<file path="src/design/depth_test_blend_pixel_writer_macros.svh">
// Assertion macros for the depth test and blend pixel writer.
// Each macro samples on clk and is disabled while arst_n is low.
`ifndef DEPTH_TEST_BLEND_PIXEL_WRITER_MACROS_SVH
`define DEPTH_TEST_BLEND_PIXEL_WRITER_MACROS_SVH

`ifndef NO_ASSERTIONS

`define DTBPW_ASSERT_NOW(label, cond, prop) \
	label: assert property (@(posedge clk) disable iff (!arst_n) (cond) |-> (prop)) \
		else $error("dtbpw: same-cycle check failed");

`define DTBPW_ASSERT_NEXT(label, cond, prop) \
	label: assert property (@(posedge clk) disable iff (!arst_n) (cond) |=> (prop)) \
		else $error("dtbpw: next-cycle check failed");

`else

`define DTBPW_ASSERT_NOW(label, cond, prop)

`define DTBPW_ASSERT_NEXT(label, cond, prop)

`endif

`endif

</file>
<file path="src/design/dtbpw_pkg.sv">
`timescale 1ns / 1ps
`default_nettype none

package dtbpw_pkg;

	localparam logic [23:0] DEPTH_MAX = 24'hFFFFFF;
	localparam logic [7:0] CHAN_FULL = 8'd255;

	typedef enum logic [1:0] {
		KIND_FRAG  = 2'd0,
		KIND_CLEAR = 2'd1,
		KIND_READ  = 2'd2,
		KIND_NONE  = 2'd3
	} kind_t;

	typedef enum logic [1:0] {
		ST_IDLE  = 2'd0,
		ST_MULT  = 2'd1,
		ST_WRITE = 2'd2
	} state_t;

	typedef struct packed {
		kind_t              kind;
		logic signed [11:0] pos_x;
		logic signed [11:0] pos_y;
		logic        [23:0] frag_depth;
		logic        [7:0]  src_blue;
		logic        [7:0]  src_green;
		logic        [7:0]  src_red;
		logic        [7:0]  src_alpha;
	} in_word_t;

	typedef struct packed {
		logic        accepted;
		logic [7:0]  out_blue;
		logic [7:0]  out_green;
		logic [7:0]  out_red;
		logic [7:0]  out_alpha;
		logic [23:0] out_depth;
	} out_word_t;

	typedef struct packed {
		logic [31:0] color;
		logic [23:0] depth;
	} pix_data_t;

	// Exact floor(p / 255) for any product of two 8-bit channels.
	function automatic logic [7:0] div255(input logic [15:0] p);
		logic [16:0] t;
		t = 17'(p) + 17'(p[15:8]) + 17'd1;
		return t[15:8];
	endfunction

endpackage

`default_nettype wire

</file>
<file path="src/design/dtbpw_blend.sv">
`timescale 1ns / 1ps
`default_nettype none

module dtbpw_blend (
	input  wire logic        clk,
	input  wire logic [7:0]  alpha,
	input  wire logic [31:0] src,
	input  wire logic [31:0] dst,
	output logic      [31:0] mixed
);

	logic [15:0] src_prod_s1 [4];
	logic [15:0] dst_prod_s1 [4];
	logic [7:0]  inv_alpha;

	assign inv_alpha = dtbpw_pkg::CHAN_FULL - alpha;

	always_ff @(posedge clk) begin
		for (int i = 0; i < 4; i++) begin
			src_prod_s1[i] <= 16'(alpha) * 16'(src[i*8 +: 8]);
			dst_prod_s1[i] <= 16'(inv_alpha) * 16'(dst[i*8 +: 8]);
		end
	end

	always_comb begin
		for (int i = 0; i < 4; i++) begin
			mixed[i*8 +: 8] = dtbpw_pkg::div255(src_prod_s1[i])
				+ dtbpw_pkg::div255(dst_prod_s1[i]);
		end
	end

endmodule

`default_nettype wire

</file>
<file path="config.mk">
export PLATFORM = sky130hd
export DESIGN_NAME = dtbpw_blend
export DESIGN_NICKNAME = d
export VERILOG_FILES = /design/src/design/depth_test_blend_pixel_writer_macros.svh /design/src/design/dtbpw_pkg.sv /design/src/design/dtbpw_blend.sv
export SDC_FILE = /design/constraint.sdc
export NUM_CORES = 1
export LEC_CHECK = 0
export BUFFER_PORTS_ARGS = -buffer_cell sky130_fd_sc_hd__buf_2
export CAP_MARGIN = 10
export CORE_MARGIN = 5
export CORE_UTILIZATION = 27
export CTS_CLUSTER_SIZE = 20
export DETAILED_ROUTE_END_ITERATION = 6
export SYNTH_ARGS = -nofsm -noshare
export SYNTH_HDL_FRONTEND = slang
export SYNTH_SLANG_ARGS = --single-unit
</file>
<file path="constraint.sdc">
create_clock -name clk -period 12.6 [get_ports clk]
set_input_delay 1.26 -clock clk [delete_from_list [all_inputs] [get_ports clk]]
set_output_delay 1.26 -clock clk [all_outputs]
set_load 0.1 [all_outputs]
</file>
==> results of run 1 <==
metrics by stage:
stage | instances | worst slack [ns]
after floorplan | 2509 | 6.81
after global placement | 3644 | 6.65
after detailed placement | 3644 | 6.59
after CTS | 3676 | 6.96
after global routing | 3679 | 6.66
final | 3685 | 7.03
worst max path at each step:
stage,from,to
after floorplan,alpha[5],src_prod_s1[0][15]
after global placement,alpha[5],src_prod_s1[0][15]
after detailed placement,alpha[5],src_prod_s1[1][15]
after CTS,src_prod_s1[3][13],mixed[31]
after global routing,dst_prod_s1[2][10],mixed[23]
final,src_prod_s1[3][13],mixed[31]
metal layers:
metal | global-route usage [%] | vias to the layer above | routed length (um)
li1 | - | 8096 | -
met1 | 15.3 | 7948 | 23900
met2 | 20.6 | 132 | 24800
met3 | 1.91 | 32 | 1610
met4 | 2.32 | 2 | 584
met5 | 0 | - | 7
registers in the layout, indices dropped and copies added, names as in the netlist:
signal and count:
dst_prod_s1 64, src_prod_s1 64
synthesized netlist by cell type, drive strengths merged:
master	number	area, um^2
o21ba	1	10.0
dfxtp	128	2560
nor3	26	130
o31a	9	78.8
o211ai	13	133
o22a	2	17.5
fa	292	5850
o21ai	43	215
a21o	11	82.6
and2	212	1330
clkbuf	55	206
and4	3	26.3
a41o	1	10.0
a2111oi	10	231
o41ai	3	26.3
nand2	110	413
or3	4	25.0
nand3	39	195
o2111ai	1	8.76
o31ai	1	7.51
and3	21	136
xnor2	135	1190
o21a	38	285
nor2	81	304
inv	433	1630
o311a	2	20.0
nor4	5	31.3
a221oi	1	8.76
nand4	10	68.8
a41oi	1	8.76
nand2b	55	344
ha	372	4650
nor2b	231	1450
a21oi	92	479
or2	6	37.5
o2111a	2	22.5
a31oi	5	31.3
xor2	33	289
o21bai	4	30.0
a211oi	13	113
buf	2	15.0
o211a	2	20.0
a21boi	1	11.3
logic make-up after synthesis:
family                   after synthesis  synth area share (%)
flip-flops                           128                  11.3
buffers and inverters                490                  8.13
XOR/XNOR                             168                  6.51
AO/OA/AOI/OAI                        256                  8.14
adder cells (fa/ha/maj)              664                  46.2
AND/OR/NAND/NOR                      803                  19.7
cell type report:
| cell class | instances | area, um^2 | area share (%) |
|---|---|---|---|
| inverters | 433 | 1630 | 6.49 |
| flip-flops and latches | 128 | 2560 | 10.2 |
| well taps | 1080 | 1350 | 5.39 |
| repair buffers | 112 | 581 | 2.32 |
| diodes | 9 | 22.5 | 0.0899 |
| clock inverters | 13 | 163 | 0.649 |
| clock buffers | 19 | 443 | 1.77 |
| multi-input cells | 1891 | 18300 | 73.1 |
==> run summary, run 1 <==
commonest non-fill, non-tap cell in the layout -> inv_1
Util after Layout -> 30.0%
CP arrival -> 4.31 ns
CTS Buf Count -> 17
Syn Std Cell Area -> 22700 um^2
DRC Markers -> 0
initial core utilization -> 27.2%
Required @ worst endpoint -> 11.34 ns
Total Wirelength -> 50900 um
GRT Residual Overflow -> 0
Worst setup SP type -> flop
placed inst area -> 24400 um^2
setup_tns -> 0 ns
Fmax achieved -> 179 MHz
Clock Pin Slew Worst Setup and Hold Paths -> 0.06 ns
Post-CTS Hold Fix Bufs -> 0
crit path kind -> reg2out
post_cts resized -> 0
GP Congestion -> 0.786
kind of cell adding the most delay to the critical path -> compound AO/OA/AOI/OAI gates
Slew Limit Fails -> 0
Crit-path slowest cell -> buf_2
Clock Path Buffers -> 2
DRT Pass-1 Iters -> 5
layout cells sized above 1 -> 6.78%
number of DRC markers in iteration 0 -> 581
HP Class -> in2reg
routed len/inst -> 13.8 um
Core Rows -> 106
final hold vios -> 0
routed vias -> 16.2k
All-Layer GR Usage -> 11.8%
CTS tree -> built
post-route cell area -> 25100 um^2
antenna-violating nets left -> 0
H-tree levels -> 4
largest net degree at the start of global routing -> 65
Synthesized Nets -> 3246
#FFs+latches synth -> 128
clock sink count -> 128
drt via density -> 4.40
initial antenna violation count -> 17
Post-Syn Instances -> 2509
DIE AREA -> 90100 um^2
Crit. End Element -> primary output
commonest non-fill, non-tap cells in the layout -> inv_1 (433), ha_1 (372), fa_1 (292)
total number of yosys warnings -> 0
first-pass GRT wire length -> 86800 um
area delta synth->final -> 10.3%
actual slew at the worst max-slew pin -> 0.844 ns
Tmin final -> 5.57 ns
Buffers & Inverters on Critical Path -> 1
I/O Buffers -> 104
critical path peak fanout -> 5
Max-Cap Viols -> 0
Worst slew margin -> 43.7%
hold path start -> dst[16]
Root Driver -> clkbuf_16
Distinct cells, synth -> 54
# setup viols final -> 0
Crit path depth -> 14
Die H -> 300 um
syn_area_per_cell -> 9.06 um^2
Most common cell on crit path -> xnor2_1
Cell Chain, Critical Path -> ha_1, a2111oi_0, nand2_1, o21ba_2, and4_1, xor2_1, ha_1, nand3_1, o211ai_1, o41ai_1, xnor2_1, xnor2_1, xnor2_1, buf_2
Post-CTS Setup Bufs -> 0
critical path's largest stage delay -> 0.45 ns
fin crit share -> 44.2%
hold path endpoint -> dst_prod_s1[2][0]
Nets -> 3320
filler cell count in the final layout -> 8815
RSZ-0062 raised after global routing -> no
hold slack -> 1.14 ns
vias in the first global route -> 17.1k
Detail Placement HPWL -> 40700 um
Die Width -> 300 um
I/O Pins -> 105
post-synthesis sequential area ratio -> 11.3%
core area -> 83600 um^2
Worst Hold Depth -> 2
outcome -> finished, final reports clean
Power of run 1 is not shown: default switching activity piles up to over one toggle a cycle in this logic, so the estimate is an artifact.
==> inputs of run 2 (changes only) <==
==> constraint.sdc (replaced) <==
create_clock -name clk -period 5.33 [get_ports clk]
set_input_delay 0.533 -clock clk [delete_from_list [all_inputs] [get_ports clk]]
set_output_delay 0.533 -clock clk [all_outputs]
set_load 0.1 [all_outputs]
==> run 2 against run 1 <==
Critical endpoint is now mixed[7]. Critical path depth rose by 1. Wire length up 1.9%. Sequential share of layout area shrank 0.070 points. Cell count is 0.60% higher. Global-route usage rose by 0.27 points. Utilization grew 0.21 points. Die area did not move. Non-clock buffer count grew 18. Sequential cell count stayed put. Worst hold slack got worse by 0.72 ns.
==> run summary, run 2 (synthesized netlist as in run 1, its figures left out) <==
outcome -> finished, final reports clean
Crit. End Element -> primary output
area delta synth->final -> 11.1%
setup_tns -> 0 ns
CTS Buf Count -> 17
I/O Buffers -> 104
critical path peak fanout -> 7
Regs by FF count -> dst_prod_s1: 64 flops, src_prod_s1: 64 flops
H-tree levels -> 4
DRC Markers -> 0
hold path endpoint -> dst_prod_s1[2][0]
Worst setup SP type -> flop
fin crit share -> 91.6%
first-pass GRT wire length -> 88400 um
initial core utilization -> 27.2%
Crit-path slowest cell -> dfxtp_1
antenna-violating nets left -> 0
final hold vios -> 0
Worst Hold Depth -> 2
Clock Pin Slew Worst Setup and Hold Paths -> 0.06 ns
Tmin final -> 4.88 ns
I/O Pins -> 105
DIE AREA -> 90100 um^2
RSZ-0062 raised after global routing -> no
routed len/inst -> 14.0 um
GRT Residual Overflow -> 0
crit path kind -> reg2out
Max-Cap Viols -> 0
Root Driver -> clkbuf_16
clock sink count -> 128
hold path start -> dst[16]
initial antenna violation count -> 24
layout cells sized above 1 -> 7.42%
Die H -> 300 um
CP arrival -> 4.35 ns
HP Class -> in2reg
# setup viols final -> 0
drt via density -> 4.40
flip-flop and latch area -> 2560 um^2
Buffers & Inverters on Critical Path -> 1
area of the multi-input gates -> 18300 um^2
Clock Path Buffers -> 2
Fmax achieved -> 205 MHz
Post-CTS Setup Bufs -> 0
Slew Limit Fails -> 0
critical path's largest stage delay -> 0.49 ns
commonest non-fill, non-tap cells in the layout -> inv_1 (433), ha_1 (372), fa_1 (292)
Required @ worst endpoint -> 4.80 ns
actual slew at the worst max-slew pin -> 0.575 ns
core area -> 83600 um^2
DRT Pass-1 Iters -> 5
largest net degree at the start of global routing -> 65
Die Width -> 300 um
GP Congestion -> 0.803
Post-CTS Hold Fix Bufs -> 0
Total Wirelength -> 51900 um
All-Layer GR Usage -> 12.0%
routed vias -> 16.3k
vias in the first global route -> 17.3k
Cell Chain, Critical Path -> ha_1, a21o_1, o21ai_1, a21oi_1, and3_1, o21a_1, nor2_1, ha_1, a21oi_1, o211ai_1, o41ai_1, xnor2_1, xnor2_1, xnor2_1, clkbuf_4
number of DRC markers in iteration 0 -> 504
Nets -> 3338
post_cts resized -> 0
Worst slew margin -> 61.7%
Most common cell on crit path -> xnor2_1
filler cell count in the final layout -> 8790
CTS tree -> built
Detail Placement HPWL -> 42500 um
commonest non-fill, non-tap cell in the layout -> inv_1
Core Rows -> 106
kind of cell adding the most delay to the critical path -> compound AO/OA/AOI/OAI gates
## run 2: cell count changes in the layout (fill, tap and decap cells not counted), moves of 3 or more
| cell | delta |
|---|---|
| buf_12 | +7 |
| buf_4 | +11 |
| bufinv_16 | -3 |
| diode_2 | +5 |
## run 2: how the worst max path moves through the flow
stage | from | end | slack, ns | depth (start not counted)
detailed placement | alpha[4] | dst_prod_s1[3][15] | 0.45 | 18
CTS | src_prod_s1[0][10] | mixed[7] | 0.30 | 15
global placement | alpha[4] | src_prod_s1[1][15] | 0.49 | 18
global route | src_prod_s1[0][10] | mixed[7] | 0.07 | 15
finish | src_prod_s1[0][10] | mixed[7] | 0.45 | 15
floorplan | alpha[5] | src_prod_s1[0][15] | 0.27 | 19
## run 2: routing by layer
metal | vias up | GRT usage [%] | share of wire, %
li1 | 8143 | - | -
met1 | 7940 | 15.4 | 46
met5 | - | 0 | 0.11
met2 | 171 | 20.8 | 49
met3 | 46 | 2.46 | 3.8
met4 | 8 | 2.94 | 1.3
## run 2: final cells by class
cell class / instances / area share (%)
diodes: 14 / 0.139
clock inverters: 12 / 0.352
flip-flops and latches: 128 / 10.2
well taps: 1080 / 5.36
clock buffers: 19 / 1.79
repair buffers: 130 / 3.19
multi-input cells: 1891 / 72.6
inverters: 433 / 6.44
## run 2: metrics by stage
step,cells,setup slack (ns),util (%),instance area [um^2],hold WS [ns]
3_5_place_dp,3662,0.446,29.5,24700,0.873
4_1_cts,3693,0.296,30.2,25200,0.363
6_report,3707,0.445,30.2,25200,0.415
2_1_floorplan,2509,0.270,-,22700,0.660
3_3_place_gp,3662,0.494,29.5,24700,0.871
5_1_grt,3699,0.0685,30.2,25200,0.391
Power of run 2 is left out for the same reason.
